[config.mk]
export PLATFORM = sky130hd
export DESIGN_NAME = circular_deque
export DESIGN_NICKNAME = d
export VERILOG_FILES = /design/src/rtl/cdq_pkg.sv /design/src/rtl/cdq_mem.sv /design/src/rtl/cdq_ctrl.sv /design/src/rtl/circular_deque.sv
export SDC_FILE = /design/constraint.sdc
export NUM_CORES = 1
export LEC_CHECK = 0
export ABC_AREA = 0
export BUFFER_PORTS_ARGS = -buffer_cell sky130_fd_sc_hd__buf_2
export CORE_UTILIZATION = 55
export CTS_CLUSTER_DIAMETER = 200
export CTS_CLUSTER_SIZE = 10
export DETAILED_ROUTE_END_ITERATION = 10
export PLACE_DENSITY = 0.72
export SETUP_SLACK_MARGIN = 0.15
export SYNTH_ARGS = -nofsm -noshare
export SYNTH_HDL_FRONTEND = slang
export SYNTH_SLANG_ARGS = --single-unit
[constraint.sdc]
create_clock -name i_clk -period 13.2 [get_ports i_clk]
set_clock_uncertainty 0.1 [all_clocks]
set_input_delay 1.32 -clock i_clk [delete_from_list [all_inputs] [get_ports i_clk]]
set_output_delay 1.32 -clock i_clk [all_outputs]
set_load 0.01 [all_outputs]
[src/rtl/cdq_pkg.sv]
// Shared constants, types and helper functions of the circular deque.
package cdq_pkg;

    localparam int DEPTH      = 16;
    localparam int DATA_WIDTH = 32;
    localparam int OUT_W      = 32;
    localparam int IN_W       = 32;
    localparam int CFG_W      = 5;
    localparam int MODE_W     = 3;
    localparam int IDX_W      = (DEPTH > 1) ? $clog2(DEPTH) : 1;
    localparam int CNT_W      = $clog2(DEPTH + 1);
    localparam int CAP_RESET  = 16;

    localparam logic [MODE_W-1:0] MODE_PUSH_FRONT = 3'd0;
    localparam logic [MODE_W-1:0] MODE_PUSH_BACK  = 3'd1;
    localparam logic [MODE_W-1:0] MODE_POP_FRONT  = 3'd2;
    localparam logic [MODE_W-1:0] MODE_POP_BACK   = 3'd3;
    localparam logic [MODE_W-1:0] MODE_PEEK       = 3'd4;

    typedef logic [IDX_W-1:0]      t_idx;
    typedef logic [CNT_W-1:0]      t_cnt;
    typedef logic [DATA_WIDTH-1:0] t_data;

    typedef struct packed {
        logic  we;
        t_idx  addr;
        t_data data;
    } t_mem_wr;

    typedef struct packed {
        logic             ok;
        logic [OUT_W-1:0] front_value;
        logic [OUT_W-1:0] rear_value;
        logic             is_empty;
        logic             is_full;
        t_cnt             count;
    } t_result;

    // Effective capacity: the register value held within 1..DEPTH.
    function automatic t_cnt clamp_cap(logic [CFG_W-1:0] v);
        t_cnt c;
        if (v == '0) begin
            c = CNT_W'(1);
        end else if (32'(v) > 32'(DEPTH)) begin
            c = CNT_W'(DEPTH);
        end else begin
            c = CNT_W'(v);
        end
        return c;
    endfunction

    function automatic t_idx ptr_inc(t_idx p, t_cnt cap);
        t_idx r;
        if (CNT_W'(p) == cap - CNT_W'(1)) begin
            r = '0;
        end else begin
            r = p + IDX_W'(1);
        end
        return r;
    endfunction

    function automatic t_idx ptr_dec(t_idx p, t_cnt cap);
        t_idx r;
        if (p == '0) begin
            r = IDX_W'(cap - CNT_W'(1));
        end else begin
            r = p - IDX_W'(1);
        end
        return r;
    endfunction

    function automatic t_data to_data(logic [IN_W-1:0] v);
        return DATA_WIDTH'(v);
    endfunction

    function automatic logic [OUT_W-1:0] to_out(t_data d);
        return OUT_W'(d);
    endfunction

endpackage

[src/rtl/cdq_mem.sv]
// Entry storage: one write port and two registered read ports with write bypass.
module cdq_mem (
    input  logic             i_clk,
    input  cdq_pkg::t_mem_wr i_wr,
    input  cdq_pkg::t_idx    i_rd_front_addr,
    input  cdq_pkg::t_idx    i_rd_rear_addr,
    output cdq_pkg::t_data   o_rd_front_data,
    output cdq_pkg::t_data   o_rd_rear_data
);

    cdq_pkg::t_data r_mem [cdq_pkg::DEPTH];
    cdq_pkg::t_data r_rd_front;
    cdq_pkg::t_data r_rd_rear;

    always_ff @(posedge i_clk) begin
        if (i_wr.we) begin
            r_mem[i_wr.addr] <= i_wr.data;
        end
    end

    // A read of the address being written returns the new word.
    always_ff @(posedge i_clk) begin
        if (i_wr.we && (i_wr.addr == i_rd_front_addr)) begin
            r_rd_front <= i_wr.data;
        end else begin
            r_rd_front <= r_mem[i_rd_front_addr];
        end
        if (i_wr.we && (i_wr.addr == i_rd_rear_addr)) begin
            r_rd_rear <= i_wr.data;
        end else begin
            r_rd_rear <= r_mem[i_rd_rear_addr];
        end
    end

    assign o_rd_front_data = r_rd_front;
    assign o_rd_rear_data  = r_rd_rear;

endmodule

[src/rtl/cdq_ctrl.sv]
// Pointer, count and end-value state of the deque, with the operation decode.
module cdq_ctrl (
    input  logic                          i_clk,
    input  logic                          i_rst_n,
    input  logic                          i_cfg_we,
    input  logic [cdq_pkg::CFG_W-1:0]     i_cfg_capacity,
    input  logic                          i_exec,
    input  logic [cdq_pkg::MODE_W-1:0]    i_mode,
    input  logic [cdq_pkg::IN_W-1:0]      i_value,
    input  cdq_pkg::t_data                i_rd_front,
    input  cdq_pkg::t_data                i_rd_rear,
    output cdq_pkg::t_mem_wr              o_wr,
    output cdq_pkg::t_idx                 o_rd_front_addr,
    output cdq_pkg::t_idx                 o_rd_rear_addr,
    output cdq_pkg::t_result              o_result
);

    cdq_pkg::t_cnt  r_cap, n_cap;
    cdq_pkg::t_idx  r_front, n_front;
    cdq_pkg::t_idx  r_rear, n_rear;
    cdq_pkg::t_cnt  r_count, n_count;
    cdq_pkg::t_data r_front_val, n_front_val;
    cdq_pkg::t_data r_rear_val, n_rear_val;
    cdq_pkg::t_data data;
    logic           ok;
    logic           has_room;
    logic           has_entry;

    assign data      = cdq_pkg::to_data(i_value);
    assign has_room  = (r_count != r_cap);
    assign has_entry = (r_count != '0);

    always_comb begin
        n_cap       = r_cap;
        n_front     = r_front;
        n_rear      = r_rear;
        n_count     = r_count;
        n_front_val = r_front_val;
        n_rear_val  = r_rear_val;
        ok          = 1'b0;
        o_wr.we     = 1'b0;
        o_wr.addr   = '0;
        o_wr.data   = data;
        if (i_cfg_we) begin
            n_cap   = cdq_pkg::clamp_cap(i_cfg_capacity);
            n_front = '0;
            n_rear  = cdq_pkg::IDX_W'(n_cap - cdq_pkg::CNT_W'(1));
            n_count = '0;
        end else if (i_exec) begin
            unique case (i_mode)
                cdq_pkg::MODE_PUSH_FRONT: begin
                    if (has_room) begin
                        ok          = 1'b1;
                        n_front     = cdq_pkg::ptr_dec(r_front, r_cap);
                        o_wr.we     = 1'b1;
                        o_wr.addr   = n_front;
                        n_front_val = data;
                        if (!has_entry) begin
                            n_rear     = n_front;
                            n_rear_val = data;
                        end
                        n_count = r_count + cdq_pkg::CNT_W'(1);
                    end
                end
                cdq_pkg::MODE_PUSH_BACK: begin
                    if (has_room) begin
                        ok         = 1'b1;
                        n_rear     = cdq_pkg::ptr_inc(r_rear, r_cap);
                        o_wr.we    = 1'b1;
                        o_wr.addr  = n_rear;
                        n_rear_val = data;
                        if (!has_entry) begin
                            n_front     = n_rear;
                            n_front_val = data;
                        end
                        n_count = r_count + cdq_pkg::CNT_W'(1);
                    end
                end
                cdq_pkg::MODE_POP_FRONT: begin
                    if (has_entry) begin
                        ok          = 1'b1;
                        n_front     = cdq_pkg::ptr_inc(r_front, r_cap);
                        n_front_val = i_rd_front;
                        n_count     = r_count - cdq_pkg::CNT_W'(1);
                    end
                end
                cdq_pkg::MODE_POP_BACK: begin
                    if (has_entry) begin
                        ok         = 1'b1;
                        n_rear     = cdq_pkg::ptr_dec(r_rear, r_cap);
                        n_rear_val = i_rd_rear;
                        n_count    = r_count - cdq_pkg::CNT_W'(1);
                    end
                end
                cdq_pkg::MODE_PEEK: begin
                    ok = 1'b1;
                end
                default: begin
                    ok = 1'b0;
                end
            endcase
        end
    end

    // The neighbors of the next front and rear are fetched into the read registers
    // ahead of time, so that a pop finds the new end word already registered.
    assign o_rd_front_addr = cdq_pkg::ptr_inc(n_front, n_cap);
    assign o_rd_rear_addr  = cdq_pkg::ptr_dec(n_rear, n_cap);

    always_comb begin
        o_result.ok       = ok;
        o_result.is_empty = (n_count == '0);
        o_result.is_full  = (n_count == n_cap);
        o_result.count    = n_count;
        if (n_count == '0) begin
            o_result.front_value = '1;
            o_result.rear_value  = '1;
        end else begin
            o_result.front_value = cdq_pkg::to_out(n_front_val);
            o_result.rear_value  = cdq_pkg::to_out(n_rear_val);
        end
    end

    always_ff @(posedge i_clk) begin
        if (!i_rst_n) begin
            r_cap   <= cdq_pkg::clamp_cap(cdq_pkg::CFG_W'(cdq_pkg::CAP_RESET));
            r_front <= '0;
            r_rear  <= cdq_pkg::IDX_W'(cdq_pkg::clamp_cap(cdq_pkg::CFG_W'(cdq_pkg::CAP_RESET))
                       - cdq_pkg::CNT_W'(1));
            r_count <= '0;
        end else begin
            r_cap   <= n_cap;
            r_front <= n_front;
            r_rear  <= n_rear;
            r_count <= n_count;
        end
    end

    always_ff @(posedge i_clk) begin
        r_front_val <= n_front_val;
        r_rear_val  <= n_rear_val;
    end

endmodule

[src/rtl/circular_deque.sv]
// Top level of the circular deque: input register, operation core and result register.
//
// Usage: each item on the input channel (i_in_valid / o_in_stall) carries a
// mode (push front, push back, pop front, pop back, peek) and a data word.
// Every item gives exactly one result on the output channel (o_out_valid /
// i_out_stall): success flag, front and rear words (-1 when empty), empty
// and full flags and the entry count, all as they stand after the operation.
// An item is taken into the input register and executed from there once the
// result register is free or not stalled; its result is then offered from the
// result register. One item is accepted every cycle while the output does not
// stall, which the pointer update and the one write port of the entry storage
// allow; its two read ports prefetch the words next to the front and rear.
// The capacity register is written on i_cfg_valid / o_cfg_ready; a write
// empties the deque. Ready is low while an item waits in the input register.
// After reset the deque is empty with a capacity of 16; the storage needs
// no clearing. While the receiver stalls, the result holds and one more item
// can still enter the input register before o_in_stall rises.
module circular_deque (
    input  logic                                 i_clk,
    input  logic                                 i_rst_n,
    input  logic                                 i_in_valid,
    output logic                                 o_in_stall,
    input  logic        [cdq_pkg::MODE_W-1:0]    i_mode,
    input  logic signed [cdq_pkg::IN_W-1:0]      i_value,
    output logic                                 o_out_valid,
    input  logic                                 i_out_stall,
    output logic                                 o_ok,
    output logic signed [cdq_pkg::OUT_W-1:0]     o_front_value,
    output logic signed [cdq_pkg::OUT_W-1:0]     o_rear_value,
    output logic                                 o_is_empty,
    output logic                                 o_is_full,
    output logic        [cdq_pkg::CNT_W-1:0]     o_count,
    input  logic                                 i_cfg_valid,
    output logic                                 o_cfg_ready,
    input  logic        [cdq_pkg::CFG_W-1:0]     i_cfg_capacity
);

    logic                          r_in_valid;
    logic [cdq_pkg::MODE_W-1:0]    r_mode;
    logic [cdq_pkg::IN_W-1:0]      r_value;
    logic                          r_out_valid;
    cdq_pkg::t_result              r_result;
    cdq_pkg::t_result              result;
    cdq_pkg::t_mem_wr              wr;
    cdq_pkg::t_idx                 rd_front_addr;
    cdq_pkg::t_idx                 rd_rear_addr;
    cdq_pkg::t_data                rd_front;
    cdq_pkg::t_data                rd_rear;
    logic                          exec;
    logic                          cfg_we;

    assign exec        = r_in_valid && (!r_out_valid || !i_out_stall);
    assign o_in_stall  = r_in_valid && r_out_valid && i_out_stall;
    assign o_cfg_ready = !r_in_valid;
    assign cfg_we      = i_cfg_valid && o_cfg_ready;

    always_ff @(posedge i_clk) begin
        if (!i_rst_n) begin
            r_in_valid <= 1'b0;
        end else if (!o_in_stall) begin
            r_in_valid <= i_in_valid;
        end
    end

    always_ff @(posedge i_clk) begin
        if (i_in_valid && !o_in_stall) begin
            r_mode  <= i_mode;
            r_value <= $unsigned(i_value);
        end
    end

    cdq_ctrl u_cdq_ctrl (
        .i_clk           (i_clk),
        .i_rst_n         (i_rst_n),
        .i_cfg_we        (cfg_we),
        .i_cfg_capacity  (i_cfg_capacity),
        .i_exec          (exec),
        .i_mode          (r_mode),
        .i_value         (r_value),
        .i_rd_front      (rd_front),
        .i_rd_rear       (rd_rear),
        .o_wr            (wr),
        .o_rd_front_addr (rd_front_addr),
        .o_rd_rear_addr  (rd_rear_addr),
        .o_result        (result)
    );

    cdq_mem u_cdq_mem (
        .i_clk           (i_clk),
        .i_wr            (wr),
        .i_rd_front_addr (rd_front_addr),
        .i_rd_rear_addr  (rd_rear_addr),
        .o_rd_front_data (rd_front),
        .o_rd_rear_data  (rd_rear)
    );

    always_ff @(posedge i_clk) begin
        if (!i_rst_n) begin
            r_out_valid <= 1'b0;
        end else if (exec) begin
            r_out_valid <= 1'b1;
        end else if (!i_out_stall) begin
            r_out_valid <= 1'b0;
        end
    end

    always_ff @(posedge i_clk) begin
        if (exec) begin
            r_result <= result;
        end
    end

    assign o_out_valid   = r_out_valid;
    assign o_ok          = r_result.ok;
    assign o_front_value = $signed(r_result.front_value);
    assign o_rear_value  = $signed(r_result.rear_value);
    assign o_is_empty    = r_result.is_empty;
    assign o_is_full     = r_result.is_full;
    assign o_count       = r_result.count;

endmodule

---- Yosys cells after proc, flatten, opt, wreduce, memory -nomap -nowiden ----
Memory sizes are Yosys's and may differ from the RTL's. A register that Yosys moved wholly into a read port is not among the register bits.
Index checks and enable logic that the tools add are counted.
W data, S select, Z words.
word-level totals
  bits in registers ....................... 191
  bits in writable memories ............... 512
  input bits .............................. 45
  output and inout bits ................... 75
  word-level logic and storage cells ...... 113
  memories ................................ 1
cells by class
  $add $sub $neg .......................... 11
  $lt $le $gt $ge ......................... 1
  eq/ne operators ......................... 10
  muxes and demuxes ....................... 55
  reductions and logical operators ........ 19
memory list
  name             depth  width  rd ports  clocked after memory_dff  write ports  line           RTL
  u_cdq_mem.r_mem  16     32     2         2                         1            cdq_mem.sv:11  cdq_pkg::t_data r_mem [cdq_pkg::DEPTH];
operator list
  operator               count
  $mux W32               12
  $pmux W32 S3           2
  $mux W4                18
  $mux W5                12
  $pmux W4 S3            2
  $pmux W5 S2            2
  $sub A4 B1 Y4 const B  4
  $eq A4 B5 Y1           3
  $sub A5 B1 Y5 const B  3
  $add A4 B1 Y4 const B  3
  $logic_not A4 Y1       3
  $logic_not A5 Y1       2
  $eq A3 B2 Y1 const B   2
  $mux W1                6
  $add A5 B1 Y5 const B  1
  $eq A5 B5 Y1           1
  $gt A5 B5 Y1 const B   1
  $logic_and A1 B1 Y1    5
  $ne A5 B5 Y1           1
  $reduce_bool A5 Y1     1
  $logic_not A1 Y1       4
  $reduce_or A2 Y1       2
  $eq A3 B1 Y1 const B   1
  $eq A3 B3 Y1 const B   1
  4 further kinds        4

---- Longest topological paths before layout ----
  depth in word-level cells ............... 10
  gate-level depth with buffers ........... 13
  depth with buffers taken out ............ 12

---- By module ----
A second synthesis with hierarchy kept.
unflattened totals
  cell total of the unflattened synthesis .. 2168
  area total of the unflattened synthesis .. 33573.4 um^2
by module, submodules not included
  module          times used  cells each  area an instance (um^2)  seq. area each (um^2)
  cdq_mem         1           1085        23067.1                  15534.9
  cdq_ctrl        1           966         7200.7                   1641.6
  circular_deque  1           117         3305.7                   3253.1

---- Least setup slack after synthesis ----
No wires, ideal clock.
  path kind ............................... input -> register
  from .................................... input i_out_stall
  to ...................................... memory u_cdq_mem.r_mem[0][0] (netlist name), enable pin
  setup time .............................. 0.461 ns
  arrival time ............................ 4.417 ns
  required time ........................... 12.639 ns
  path slack .............................. 8.222 ns
  stages on the path ...................... 4
  buffers on the path ..................... 0
  path through ............................ a21bo_2 > nor3_1 > o21ai_0 > nor3_1
between the ends
  longest elaborated chain between the ends .. 7
ends and longest elaborated chain
  element                        line                  RTL
  start, declared                circular_deque.sv:26  input logic i_out_stall,
  $logic_not A1 Y1 (*)           -
  $logic_or A1 B1 Y1 (*)         circular_deque.sv:52  assign exec = r_in_valid && (!r_out_valid || !i_out_stall);
  $logic_and A1 B1 Y1 (*)        circular_deque.sv:52
  $mux W5 (*)                    cdq_ctrl.sv:49        end else if (i_exec) begin
  $mux W5 (*)                    cdq_ctrl.sv:44        if (i_cfg_we) begin
  $mux W1                        cdq_mem.sv:16         if (i_wr.we) begin
  $mux W1 (implied by the code)  cdq_mem.sv:17         r_mem[i_wr.addr] <= i_wr.data;
  end, declared                  cdq_mem.sv:11
Every way passes the cells marked *; elsewhere a longest branch is shown, timed or not.

---- Worst setup path after layout ----
  from .................................... register r_mode[1] (netlist name)
  to ...................................... memory u_cdq_mem.r_mem[14][2] (netlist name), enable pin
between the ends
  longest elaborated chain between the ends .. 6
  elaborated cells on any way between the ends .. 7
  those cells by class .................... eq/ne: 1; mux: 5; reduce/logical: 1
ends and longest elaborated chain
  element                                                  line                  RTL
  start, declared                                          circular_deque.sv:39  logic [cdq_pkg::MODE_W-1:0] r_mode;
  start signal, assigned                                   circular_deque.sv:67  r_mode <= i_mode;
  $eq A3 B1 Y1 / $logic_not A3 Y1 (equally long branches)  cdq_ctrl.sv:50        unique case (i_mode)
  $pmux W5 S2 (*)                                          cdq_ctrl.sv:50
  $mux W5 (*)                                              cdq_ctrl.sv:49
  $mux W5 (*)                                              cdq_ctrl.sv:44
  $mux W1                                                  cdq_mem.sv:16
  $mux W1 (implied by the code)                            cdq_mem.sv:17
Marks and branches as above.

==> flow_metrics.tcl <==
set metrics [dict create \
    worst_slack_ns 7.99 \
    rsz0062_at_grt "false" \
    critPathLaunchType "register" \
    antenna_found_initial 1 \
    min_to "o_out_valid" \
    holdCritStartpoint "o_out_valid" \
    slew_headroom_pct 18.0 \
    crit_slowest_cell "a41oi_1" \
    num_rows 92 \
    root_buffer "clkbuf_16" \
    peakVddDrop_mv 0.0863 \
    wl_um 99400 \
    synth-edff-count 619 \
    seq_area_frac_synth_pct 58.0 \
    worstMarginPinSlew_ns 1.23 \
    cap_violations 0 \
    dp.final_hpwl_um 53900 \
    cp-end-kind "register" \
    portBuffers 119 \
    async_flop_share_pct 0 \
    syn-mean-instance-area_um2 15.7 \
    final_common_cell "edfxtp_1" \
    synthesis.nets 2306 \
    finalHoldViolCount 0 \
    grt_pass1_wl_um 147000 \
    crit_fanout 32 \
    rr_startpoint "r_mode[1]" \
    drive_gt1_share_pct 26.6 \
    status "completed" \
    synth_seq_cells 711 \
    die_x_um 255 \
    yosysTopAreaCellShare_pct 52.7 \
    cts-buffers-inserted 81 \
    finalCritPeriodShare_pct 39.5 \
    synthFlopType "edfxtp_1" \
    required_ns 13.36 \
    postRouteAntennaNets 0 \
    ys_warn_count 0 \
    routedWlPerCell_um 30.9 \
    rr_endpoint "u_cdq_mem.r_mem[14][2]" \
    synth_area_leaders "edfxtp_1, mux4_2, dfxtp_1" \
    gp_congestion 0.918 \
    start_util_pct 55.8 \
    synthCells 2250 \
    die-height_um 255 \
    cts_sinks 711 \
    worstSkewPairLatency_ns 0.63 \
    ctsResizeCount 0 \
    drc 0 \
    power.density_nw_per_um2 140 \
    postCtsSetupBuffers 0 \
    fin_crit_ns 5.21 \
    synth_area_um2 35300 \
    synthToLayoutAreaGrowth_pct 10.6 \
    p_leak_uw 0.0132 \
    clk_pin_slew_ns 0.06 \
    finalMaxSlewViolations 0 \
    antenna_cells 0 \
    crit_type "register to register" \
    first_global_vias 23000 \
    drt_iter0_drc 3036 \
    fp.coreArea_um2 63200 \
    track_usage_pct 31.1 \
    fin_setup_tns_ns 0 \
    setup_violations 0 \
    cts_max_level 3 \
    vias 22900 \
    vias_per_cell 7.12 \
    crit_arrival_ns 5.38 \
    cts_buffer_depth 3 \
    num_io_pins 120 \
    ctsHoldBuffers 0 \
    cp_slowest_stage_delay_ns 0.90 \
    firstDrtPassIters 6 \
    yosysTopAreaCell "edfxtp_1" \
    overflow 0 \
    pre_cts_slack_ns 7.60 \
    grt_max_degree 105 \
    crit_chain "nor2_2, nand2_4, a41oi_1, a22oi_1, nor2_1, nand4_1, nor2_4, buf_4" \
    min_path_type "register to register" \
    ff2ff_setup_slack_ns 7.99 \
    fmax_mhz 192 \
    cts_tree "done" \
    synth.distinct_cells 78 \
    die_area_um2 65100 \
    path_buf_inv 1 \
    layout_common_cells "edfxtp_1, mux4_2, a21o_1" \
    nets 2361 \
    min_delay_path_depth 2 \
    path_delay_family "simple AND/OR/NAND/NOR gates" \
    reg2regPathDepth 8 \
]
-- synth_stat cells, types with 9 or more instances --
cell type / number
a21o_1: 130
a21oi_1: 83
and2_1: 12
and3_1: 10
buf_1: 28
buf_2: 17
clkbuf_1: 135
dfxtp_1: 92
edfxtp_1: 619
ha_1: 11
inv_1: 83
mux2i_1: 71
mux4_2: 320
nand2_1: 94
nand3_1: 87
nor2_1: 31
nor2b_1: 9
nor3_1: 11
o2111ai_1: 66
o211a_1: 65
o211ai_1: 9
o21ai_0: 120
xnor2_1: 23
-- layer usage --
metal,global-route usage [%],up-vias,wire (um)
met1,41.9,11800,36900
met3,5.23,296,9700
li1,-,9361,-
met5,0,-,0
met4,13.5,0,4000
met2,50.4,1466,48800
-- power breakdown --
part	total [uW]	switching, uW	internal [uW]
sequential	2640	118	2520
combinational	767	404	363
clock	2060	882	1180
-- registers in the layout, indices dropped and copies added, names as in the netlist, 3 cells and up, named ones only --
signal / cells
u_cdq_ctrl.r_rear_val: 32
r_mode: 3
u_cdq_ctrl.r_count: 5
u_cdq_ctrl.r_cap: 5
u_cdq_ctrl.r_rear: 4
o_count: 5
u_cdq_mem.r_mem: 512
r_value: 32
u_cdq_ctrl.r_front_val: 32
o_rear_value: 32
u_cdq_ctrl.r_front: 4
o_front_value: 32
-- per-stage QoR --
stage	power (uW)	hold slack [ns]	std cells	instance area, um2	utilization [%]
3_5_place_dp	3440	0.459	3068	36600	58.0
5_1_grt	5630	0.496	3215	39000	61.7
3_3_place_gp	3410	0.425	3068	36600	58.0
6_report	5460	0.461	3215	39000	61.7
4_1_cts	5470	0.467	3215	39000	61.7
2_1_floorplan	3210	0.442	2250	35300	-
-- cell type report --
class,instances,area [um2]
Fill cell,4474,24200
Inverter,85,320
Clock buffer,144,2310
Tap cell,846,1060
Sequential cell,711,20400
Multi-Input combinational cell,1261,13900
Timing Repair Buffer,165,953
Clock inverter,3,37.5
-- worst reg2reg max path, stage by stage (launching register included) --
cell and delay [ns]:
edfxtp_1 0.67, nor2_2 0.54, nand2_4 0.37, a41oi_1 0.91, a22oi_1 0.20, nor2_1 0.28, nand4_1 0.46, nor2_4 0.77
buf_4 0.54
-- worst max-delay path by stage --
stage,startpoint,endpoint,slack [ns],depth (start not counted)
2_1_floorplan,i_out_stall,u_cdq_mem.r_mem[0][0],8.22,4
3_3_place_gp,i_out_stall,register,7.73,10
3_5_place_dp,i_out_stall,register,7.60,10
4_1_cts,r_mode[1],u_cdq_mem.r_mem[12][2],8.13,8
5_1_grt,u_cdq_ctrl.r_cap[0],u_cdq_mem.r_mem[7][28],7.84,10
6_report,r_mode[1],u_cdq_mem.r_mem[14][2],7.99,8
-- logic make-up (layout without fill, tap and decap cells) --
kind of cell | Yosys count | after routing | share of synthesized area [%]
AOI/OAI and AO/OA | 532 | 532 | 10.8
xor gates and xnor gates | 29 | 29 | 0.823
adders and majority gates | 11 | 11 | 0.390
buffers and inverters | 278 | 397 | 3.24
DFF | 711 | 711 | 58.0
muxes | 395 | 395 | 22.6
and+or+nand+nor | 294 | 294 | 4.21
(Power assumes the default switching activity.)
